<file path="src/design/ccts_pkg.sv">
`default_nettype none

package ccts_pkg;

  // Field widths fixed by the interface.
  localparam int unsigned SampleWidth   = 32;
  localparam int unsigned SecondsWidth  = 45;
  localparam int unsigned SubWidth      = 10;
  localparam int unsigned TimelineWidth = 64;
  localparam int unsigned ClockWidth    = 10;

  // Shared divider geometry: 64-bit dividend, divisor up to the clock in hertz.
  localparam int unsigned DivWidth   = 64;
  localparam int unsigned DvsrWidth  = 30;
  localparam int unsigned StepWidth  = 7;
  localparam int unsigned ScaleWidth = 20;
  // What is left after the milliseconds is below the clock in kilohertz.
  localparam int unsigned MsRemWidth = 20;

  localparam logic [ScaleWidth-1:0] US_PER_S = 20'd1000000;
  localparam logic [ScaleWidth-1:0] MS_PER_S = 20'd1000;

  localparam logic [StepWidth-1:0] STEPS_WIDE  = 7'd64;
  localparam logic [StepWidth-1:0] STEPS_DELTA = 7'd32;
  localparam logic [StepWidth-1:0] STEPS_MS    = 7'd30;
  localparam logic [StepWidth-1:0] STEPS_US    = 7'd20;

  localparam logic [ClockWidth-1:0] CLOCK_MHZ_RESET = 10'd168;

  typedef enum logic [1:0] {
    OP_SECONDS,
    OP_MILLIS,
    OP_MICROS,
    OP_DELTA
  } op_e;

  typedef struct packed {
    logic [SampleWidth-1:0] counter_now;
    logic [SampleWidth-1:0] previous_count;
  } in_t;

  typedef struct packed {
    logic [SecondsWidth-1:0]  seconds;
    logic [SubWidth-1:0]      milliseconds;
    logic [SubWidth-1:0]      microseconds;
    logic [TimelineWidth-1:0] timeline_us;
    logic [SampleWidth-1:0]   delta_cycles;
    logic [SampleWidth-1:0]   delta_us;
  } out_t;

  typedef struct packed {
    logic load;
    logic div_start;
    logic take;
    logic publish;
    op_e  op;
  } cmd_t;

  typedef struct packed {
    logic div_done;
  } status_t;

endpackage

`default_nettype wire

</file>
<file path="src/design/ccts_div.sv">
`default_nettype none

module ccts_div (
  input  wire logic                              clk_i,
  input  wire logic                              rst_ni,
  input  wire logic                              start_i,
  input  wire logic [ccts_pkg::DivWidth-1:0]     dividend_i,
  input  wire logic [ccts_pkg::DvsrWidth-1:0]    divisor_i,
  input  wire logic [ccts_pkg::StepWidth-1:0]    steps_i,
  output logic                                   done_o,
  output logic [ccts_pkg::DivWidth-1:0]          quotient_o,
  output logic [ccts_pkg::DvsrWidth-1:0]         remainder_o
);
  import ccts_pkg::*;

  logic [DivWidth-1:0]  num_q, num_d;
  logic [DivWidth-1:0]  quot_q, quot_d;
  logic [DvsrWidth-1:0] rem_q, rem_d;
  logic [DvsrWidth-1:0] dvsr_q;
  logic [StepWidth-1:0] count_q;
  logic                 done_q;
  logic [DvsrWidth:0]   trial;
  logic                 fits;

  // One restoring step: bring down the next dividend bit and subtract if it fits.
  always_comb begin
    trial = {rem_q, num_q[DivWidth-1]};
    fits  = trial >= {1'b0, dvsr_q};
    num_d = {num_q[DivWidth-2:0], 1'b0};
    quot_d = {quot_q[DivWidth-2:0], fits};
    if (fits) begin
      rem_d = DvsrWidth'(trial - {1'b0, dvsr_q});
    end else begin
      rem_d = trial[DvsrWidth-1:0];
    end
  end

  always_ff @(posedge clk_i or negedge rst_ni) begin
    if (!rst_ni) begin
      count_q <= '0;
      done_q  <= 1'b0;
    end else begin
      done_q <= 1'b0;
      if (start_i) begin
        count_q <= steps_i;
      end else if (count_q != '0) begin
        count_q <= count_q - 1'b1;
        if (count_q == StepWidth'(1)) begin
          done_q <= 1'b1;
        end
      end
    end
  end

  always_ff @(posedge clk_i) begin
    if (start_i) begin
      num_q  <= dividend_i;
      dvsr_q <= divisor_i;
      quot_q <= '0;
      rem_q  <= '0;
    end else if (count_q != '0) begin
      num_q  <= num_d;
      quot_q <= quot_d;
      rem_q  <= rem_d;
    end
  end

  assign done_o      = done_q;
  assign quotient_o  = quot_q;
  assign remainder_o = rem_q;

endmodule

`default_nettype wire

</file>
<file path="src/design/ccts_datapath.sv">
`default_nettype none

module ccts_datapath #(
  parameter int unsigned CounterWidth = 32
) (
  input  wire logic                                clk_i,
  input  wire logic                                rst_ni,
  input  wire logic                                cfg_we_i,
  input  wire logic [ccts_pkg::ClockWidth-1:0]     cfg_data_i,
  input  wire ccts_pkg::in_t                       in_data_i,
  input  wire ccts_pkg::cmd_t                      cmd_i,
  output ccts_pkg::status_t                        status_o,
  output ccts_pkg::out_t                           out_data_o
);
  import ccts_pkg::*;

  localparam logic [SampleWidth-1:0] CntMask =
    SampleWidth'((64'd1 << CounterWidth) - 64'd1);

  logic [ClockWidth-1:0]    clock_mhz_q;
  logic [SampleWidth-1:0]   last_q;
  logic [SampleWidth-1:0]   wrap_q;
  logic [SampleWidth-1:0]   wrap_d;
  logic [DivWidth-1:0]      ext_q;
  logic [SampleWidth-1:0]   delta_q;
  logic [TimelineWidth-1:0] timeline_q;
  logic [SecondsWidth-1:0]  seconds_q;
  logic [DvsrWidth-1:0]     sub_q;
  logic [MsRemWidth-1:0]    ms_rem_q;
  logic [SubWidth-1:0]      ms_q;
  logic [SubWidth-1:0]      us_q;
  logic [SampleWidth-1:0]   delta_us_q;
  out_t                     out_q;

  logic [SampleWidth-1:0]   now_m;
  logic [SampleWidth-1:0]   mark_m;
  logic [ClockWidth-1:0]    mhz_eff;
  logic [DvsrWidth-1:0]     per_s;
  logic [DvsrWidth-1:0]     per_ms;
  logic [DivWidth-1:0]      div_dividend;
  logic [DvsrWidth-1:0]     div_divisor;
  logic [StepWidth-1:0]     div_steps;
  logic                     div_done;
  logic [DivWidth-1:0]      div_quot;
  logic [DvsrWidth-1:0]     div_rem;

  assign now_m   = in_data_i.counter_now & CntMask;
  assign mark_m  = in_data_i.previous_count & CntMask;
  assign wrap_d  = (now_m < last_q) ? wrap_q + 1'b1 : wrap_q;
  // A zero clock setting behaves as one megahertz.
  assign mhz_eff = (clock_mhz_q == '0) ? ClockWidth'(1) : clock_mhz_q;
  // The clock in hertz and in kilohertz; both fit the divisor width.
  assign per_s   = DvsrWidth'(mhz_eff) * DvsrWidth'(US_PER_S);
  assign per_ms  = DvsrWidth'(mhz_eff) * DvsrWidth'(MS_PER_S);

  // Narrow dividends are left-aligned so that only their own bits are stepped.
  always_comb begin
    unique case (cmd_i.op)
      OP_SECONDS: begin
        div_dividend = ext_q;
        div_divisor  = per_s;
        div_steps    = STEPS_WIDE;
      end
      OP_MILLIS: begin
        div_dividend = {sub_q, (DivWidth-DvsrWidth)'(0)};
        div_divisor  = per_ms;
        div_steps    = STEPS_MS;
      end
      OP_MICROS: begin
        div_dividend = {ms_rem_q, (DivWidth-MsRemWidth)'(0)};
        div_divisor  = DvsrWidth'(mhz_eff);
        div_steps    = STEPS_US;
      end
      OP_DELTA: begin
        div_dividend = {delta_q, (DivWidth-SampleWidth)'(0)};
        div_divisor  = DvsrWidth'(mhz_eff);
        div_steps    = STEPS_DELTA;
      end
      default: begin
        div_dividend = ext_q;
        div_divisor  = per_s;
        div_steps    = STEPS_WIDE;
      end
    endcase
  end

  ccts_div u_div (
    .clk_i       (clk_i),
    .rst_ni      (rst_ni),
    .start_i     (cmd_i.div_start),
    .dividend_i  (div_dividend),
    .divisor_i   (div_divisor),
    .steps_i     (div_steps),
    .done_o      (div_done),
    .quotient_o  (div_quot),
    .remainder_o (div_rem)
  );

  always_ff @(posedge clk_i or negedge rst_ni) begin
    if (!rst_ni) begin
      clock_mhz_q <= CLOCK_MHZ_RESET;
      last_q      <= '0;
      wrap_q      <= '0;
    end else begin
      if (cfg_we_i) begin
        clock_mhz_q <= cfg_data_i;
      end
      if (cmd_i.load) begin
        last_q <= now_m;
        wrap_q <= wrap_d;
      end
    end
  end

  // The microsecond total is built up as each part of the split arrives.
  always_ff @(posedge clk_i) begin
    if (cmd_i.load) begin
      ext_q   <= (DivWidth'(wrap_d) << CounterWidth) | DivWidth'(now_m);
      delta_q <= SampleWidth'(now_m - mark_m) & CntMask;
    end
    if (cmd_i.take) begin
      unique case (cmd_i.op)
        OP_SECONDS: begin
          seconds_q  <= div_quot[SecondsWidth-1:0];
          sub_q      <= div_rem;
          timeline_q <= TimelineWidth'(div_quot[SecondsWidth-1:0]) *
                        TimelineWidth'(US_PER_S);
        end
        OP_MILLIS: begin
          ms_q       <= div_quot[SubWidth-1:0];
          ms_rem_q   <= div_rem[MsRemWidth-1:0];
          timeline_q <= timeline_q + TimelineWidth'(div_quot[SubWidth-1:0]) *
                        TimelineWidth'(MS_PER_S);
        end
        OP_MICROS: begin
          us_q       <= div_quot[SubWidth-1:0];
          timeline_q <= timeline_q + TimelineWidth'(div_quot[SubWidth-1:0]);
        end
        OP_DELTA: delta_us_q <= div_quot[SampleWidth-1:0];
        default: ;
      endcase
    end
    if (cmd_i.publish) begin
      out_q.seconds      <= seconds_q;
      out_q.milliseconds <= ms_q;
      out_q.microseconds <= us_q;
      out_q.timeline_us  <= timeline_q;
      out_q.delta_cycles <= delta_q;
      out_q.delta_us     <= delta_us_q;
    end
  end

  assign status_o.div_done = div_done;
  assign out_data_o        = out_q;

endmodule

`default_nettype wire

</file>
<file path="src/design/ccts_ctrl.sv">
`default_nettype none

module ccts_ctrl (
  input  wire logic               clk_i,
  input  wire logic               rst_ni,
  input  wire logic               in_valid_i,
  output logic                    in_stall_o,
  output logic                    out_valid_o,
  input  wire logic               out_stall_i,
  output ccts_pkg::cmd_t          cmd_o,
  input  wire ccts_pkg::status_t  status_i
);
  import ccts_pkg::*;

  typedef enum logic [3:0] {
    S_IDLE,
    S_SEC_START,
    S_SEC_WAIT,
    S_MS_START,
    S_MS_WAIT,
    S_US_START,
    S_US_WAIT,
    S_DELTA_START,
    S_DELTA_WAIT,
    S_PUBLISH
  } state_e;

  state_e state_q;
  logic   out_valid_q;
  cmd_t   cmd;

  always_comb begin
    cmd = '{load: 1'b0, div_start: 1'b0, take: 1'b0, publish: 1'b0, op: OP_SECONDS};
    unique case (state_q)
      S_IDLE:        cmd.load = in_valid_i;
      S_SEC_START:   cmd.div_start = 1'b1;
      S_SEC_WAIT:    cmd.take = status_i.div_done;
      S_MS_START: begin
        cmd.op        = OP_MILLIS;
        cmd.div_start = 1'b1;
      end
      S_MS_WAIT: begin
        cmd.op   = OP_MILLIS;
        cmd.take = status_i.div_done;
      end
      S_US_START: begin
        cmd.op        = OP_MICROS;
        cmd.div_start = 1'b1;
      end
      S_US_WAIT: begin
        cmd.op   = OP_MICROS;
        cmd.take = status_i.div_done;
      end
      S_DELTA_START: begin
        cmd.op        = OP_DELTA;
        cmd.div_start = 1'b1;
      end
      S_DELTA_WAIT: begin
        cmd.op   = OP_DELTA;
        cmd.take = status_i.div_done;
      end
      S_PUBLISH:     cmd.publish = !out_valid_q || !out_stall_i;
      default: ;
    endcase
  end

  always_ff @(posedge clk_i or negedge rst_ni) begin
    if (!rst_ni) begin
      state_q     <= S_IDLE;
      out_valid_q <= 1'b0;
    end else begin
      if (cmd.publish) begin
        out_valid_q <= 1'b1;
      end else if (!out_stall_i) begin
        out_valid_q <= 1'b0;
      end
      unique case (state_q)
        S_IDLE:        if (in_valid_i) state_q <= S_SEC_START;
        S_SEC_START:   state_q <= S_SEC_WAIT;
        S_SEC_WAIT:    if (status_i.div_done) state_q <= S_MS_START;
        S_MS_START:    state_q <= S_MS_WAIT;
        S_MS_WAIT:     if (status_i.div_done) state_q <= S_US_START;
        S_US_START:    state_q <= S_US_WAIT;
        S_US_WAIT:     if (status_i.div_done) state_q <= S_DELTA_START;
        S_DELTA_START: state_q <= S_DELTA_WAIT;
        S_DELTA_WAIT:  if (status_i.div_done) state_q <= S_PUBLISH;
        S_PUBLISH:     if (cmd.publish) state_q <= S_IDLE;
        default:       state_q <= S_IDLE;
      endcase
    end
  end

  assign in_stall_o  = (state_q != S_IDLE);
  assign out_valid_o = out_valid_q;
  assign cmd_o       = cmd;

endmodule

`default_nettype wire

</file>
<file path="src/design/cycle_counter_timestamp_splitter_top.sv">
`default_nettype none

// Cycle counter timestamp splitter. Each input beat carries a sample of a free-running
// cycle counter of CounterWidth bits and an earlier mark. A sample below the previous one
// counts a wrap, extending the count to wrap_count * 2^CounterWidth + sample. Using the
// clock frequency in MHz written through cfg_we_i/cfg_data_i (168 after reset, zero taken
// as one), the result beat gives the whole seconds of the extended count, the
// milliseconds and microseconds left over, the total in microseconds, the wrapped
// difference from the mark in cycles, and that difference in whole microseconds. The
// seconds come from dividing the extended count by the clock in hertz, the milliseconds
// from dividing the remainder by the clock in kilohertz, and the microseconds from
// dividing what is left by the clock in megahertz; the total is built up from the three
// parts. All four divisions share one radix-2 restoring divider stepping one quotient bit
// per cycle: 64 steps for the seconds, 30 for the milliseconds, 20 for the microseconds
// and 32 for the delta. The controller starts each division in a start state and takes
// its result in a wait state, then publishes once the output register is free or read.
// One beat is in work at a time; a finished result waits in the output register, and the
// next input beat is accepted while it does. Configuration is to be written only while
// the block is idle.
module cycle_counter_timestamp_splitter_top #(
  parameter int unsigned CounterWidth = 32
) (
  input  wire logic                            clk_i,
  input  wire logic                            rst_ni,
  input  wire logic                            cfg_we_i,
  input  wire logic [ccts_pkg::ClockWidth-1:0] cfg_data_i,
  input  wire logic                            in_valid_i,
  output logic                                 in_stall_o,
  input  wire ccts_pkg::in_t                   in_data_i,
  output logic                                 out_valid_o,
  input  wire logic                            out_stall_i,
  output ccts_pkg::out_t                       out_data_o
);
  import ccts_pkg::*;

  // The controller sequences the four divisions; the datapath holds every value.
  cmd_t    cmd;
  status_t status;

  ccts_ctrl u_ctrl (
    .clk_i       (clk_i),
    .rst_ni      (rst_ni),
    .in_valid_i  (in_valid_i),
    .in_stall_o  (in_stall_o),
    .out_valid_o (out_valid_o),
    .out_stall_i (out_stall_i),
    .cmd_o       (cmd),
    .status_i    (status)
  );

  ccts_datapath #(
    .CounterWidth (CounterWidth)
  ) u_datapath (
    .clk_i      (clk_i),
    .rst_ni     (rst_ni),
    .cfg_we_i   (cfg_we_i),
    .cfg_data_i (cfg_data_i),
    .in_data_i  (in_data_i),
    .cmd_i      (cmd),
    .status_o   (status),
    .out_data_o (out_data_o)
  );

endmodule

`default_nettype wire

</file>
<file path="config.mk">
export PLATFORM = sky130hd
export DESIGN_NAME = cycle_counter_timestamp_splitter_top
export DESIGN_NICKNAME = d
export VERILOG_FILES = /design/src/design/ccts_pkg.sv /design/src/design/ccts_div.sv /design/src/design/ccts_datapath.sv /design/src/design/ccts_ctrl.sv /design/src/design/cycle_counter_timestamp_splitter_top.sv
export SDC_FILE = /design/constraint.sdc
export NUM_CORES = 2
export LEC_CHECK = 0
export ABC_AREA = 1
export BUFFER_PORTS_ARGS = -buffer_cell sky130_fd_sc_hd__clkbuf_2
export CAP_MARGIN = 20
export CORE_MARGIN = 10
export CORE_UTILIZATION = 60
export DETAILED_ROUTE_END_ITERATION = 10
export PLACE_DENSITY = 0.81
export SYNTH_ARGS = -nofsm -noshare
export SYNTH_HDL_FRONTEND = slang
export SYNTH_HIERARCHICAL = 1
export SYNTH_SLANG_ARGS = --single-unit
</file>
<file path="constraint.sdc">
create_clock -name clk_i -period 17.75 [get_ports clk_i]
set_input_delay 3.55 -clock clk_i [delete_from_list [all_inputs] [get_ports clk_i]]
set_output_delay 3.55 -clock clk_i [all_outputs]
set_load 0.005 [all_outputs]
</file>
==> impl_metrics.tcl <==
set metrics [dict create \
    start_util_pct 60.7 \
    regArea_um2 21500 \
    ir_worst_vdd_v 0.000266 \
    viasPerCell 5.55 \
    grt_first_pass_wirelength_mm 252 \
    ctsResizeCount 0 \
    cts_setup_buffers 0 \
    dp_cells 8189 \
    p_int_mw 5.38 \
    slowest_delay_ns 0.89 \
    syn_to_final_growth_pct 9.66 \
    switching_share_pct 50.5 \
    critPathMaxFanout 17 \
    cts_hold_repair.buffers 0 \
    nets 7850 \
    cap_violations 0 \
    cpLargestDelayFamily "adder cells" \
    max-slew-margin-rel_pct 28.5 \
    crit_buf_inv 2 \
    clockBufferDepth 3 \
    setup_violations 0 \
    cts_buffers 80 \
    hpwl_mm 125 \
    outcome "finished clean" \
    hold_viol 0 \
    cts_root_buf "clkbuf_16" \
    crit_path_end_kind "register" \
    arrival_ns 7.17 \
    grt_overflow 0 \
    fill_cells 7604 \
    rsz0062_at_grt "no" \
    io_pins 274 \
    grt_usage_pct 30.1 \
    cts_tree "done" \
    slew_viol_final 0 \
    num_antenna_cells 0 \
    power.leakage_nw 30.8 \
    first_pass_iters 6 \
    max_freq_mhz 148 \
    postSynthAreaPerCell_um2 8.26 \
    power_mw 10.9 \
    syn-num-nets 7583 \
    coreArea_um2 92100 \
    syn_area_um2 55900 \
    rows 111 \
    die_w_um 325 \
    yosys_warnings 6 \
    tightest_slew_ns 1.07 \
    required_ns 18.15 \
    first_global_vias 45300 \
    seqPwrFrac_pct 24.1 \
    via_count 46300 \
    critical_path_class "reg -> reg" \
    syn_inst 6764 \
    dieArea_um2 106000 \
    hp-class "reg -> reg" \
    worstSetupStartpointType "register" \
    crit_top_cell "nand2_1" \
    drive_gt1_share_pct 8.13 \
    wl_per_cell_um 19.4 \
    htreeDepth 3 \
    clkPwrFrac_pct 16.1 \
    tns_ns 0 \
    combPwrFrac_pct 59.9 \
    drt_iter0_drc 4570 \
    crit_path_top_delay_cell "dfxtp_1" \
    portBuffers 273 \
    clk_latency_ns 0.68 \
    multiInputGateArea_um2 29300 \
    antenna_found_initial 2 \
    drtAntennaViolNets 0 \
    clock-sinks 756 \
    switching_power_mw 5.50 \
    finalWirelength_mm 161 \
    globalplace.congestion 1.00 \
    period_share_pct 38.1 \
    fp.dieH_um 325 \
    drc 0 \
    grt_max_degree 105 \
    final_cells 8342 \
    power_density_nw_per_um2 178 \
    fin_crit_ns 6.77 \
    skew_ns 0.0331 \
    clk_pin_slew_ns 0.06 \
]
flip-flops by register name (all words and copies together), names as in the netlist:
signal                        cells
u_datapath/out_data_o           193
u_datapath/sub_q                 30
u_datapath/ms_q                  10
u_datapath/ext_q                 64
u_ctrl/state_q                    4
u_datapath/delta_q               32
u_ctrl/out_valid_o                1
u_datapath/last_q                32
u_datapath/u_div/quotient_o      45
u_datapath/u_div/done_o           1
u_datapath/timeline_q            64
u_datapath/u_div/remainder_o     30
u_datapath/u_div/count_q          7
u_datapath/seconds_q             45
u_datapath/u_div/num_q           64
u_datapath/delta_us_q            32
u_datapath/clock_mhz_q           10
u_datapath/u_div/dvsr_q          30
u_datapath/ms_rem_q              20
u_datapath/us_q                  10
u_datapath/wrap_q                32
power by group through the flow:
stage	Sequential, mW	Combinational (mW)	Clock [mW]
6_report	2.62	6.51	1.75
5_1_grt	2.64	7.26	1.84
4_1_cts	2.62	6.37	1.77
3_5_place_dp	2.65	6.32	0
3_3_place_gp	2.64	6.17	0
2_1_floorplan	2.57	4.50	0
cell type report:
cell class                      count  share of cell area [%]
Multi-Input combinational cell   4700                    47.8
Sequential cell                   756                    35.1
Inverter                         1190                    7.30
Clock buffer                      103                    3.53
Timing Repair Buffer              303                    2.74
Tap cell                         1243                    2.54
Clock inverter                     47                   0.968
stage by stage:
stage	utilization [%]	cell area [um2]	hold WS [ns]	worst slack [ns]
after floorplan	-	55900	0.400	5.37
after global placement	63.4	58400	0.401	10.71
after detailed placement	63.5	58400	0.405	10.57
after CTS	66.5	61200	0.410	11.08
after global routing	66.5	61300	0.417	10.44
final	66.5	61300	0.413	10.98
worst paths after layout:
check                                                from                          to  slack [ns]  cells after the start
max in group asynchronous                          rst_ni        u_datapath/last_q[2]       13.69                      2
max                        u_datapath/u_div/quotient_o[1]   u_datapath/timeline_q[63]       10.98                     25
min in group asynchronous                          rst_ni   u_datapath/clock_mhz_q[0]        2.90                      1
min reg2reg                      u_datapath/seconds_q[21]  u_datapath/out_data_o[169]        0.41                      0
max reg2reg                u_datapath/u_div/quotient_o[1]   u_datapath/timeline_q[63]       10.98                     25
min                              u_datapath/seconds_q[21]  u_datapath/out_data_o[169]        0.41                      0
cells in the final DEF, fill, tap and decap left out, types with 75 or more instances in the layout:
master and instances:
nor2_1 428, nand3_1 432, clkbuf_2 272, nand2_1 2132, fa_1 278, a21oi_1 243
dfrtp_1 84, dfxtp_1 75, clkbuf_16 82, inv_1 1172, o21ai_0 178, ha_1 458
edfxtp_1 594
metal layers:
| metal | GRT usage (%) | vias to the layer above | part of all wire, % |
|---|---|---|---|
| met3 | 4.18 | 387 | 7.1 |
| li1 | - | 22200 | - |
| met2 | 50.8 | 1917 | 48 |
| met1 | 37.6 | 21800 | 40 |
| met4 | 14.9 | 2 | 5.2 |
| met5 | 0 | - | 0.0081 |
(Power assumes the default switching activity.)
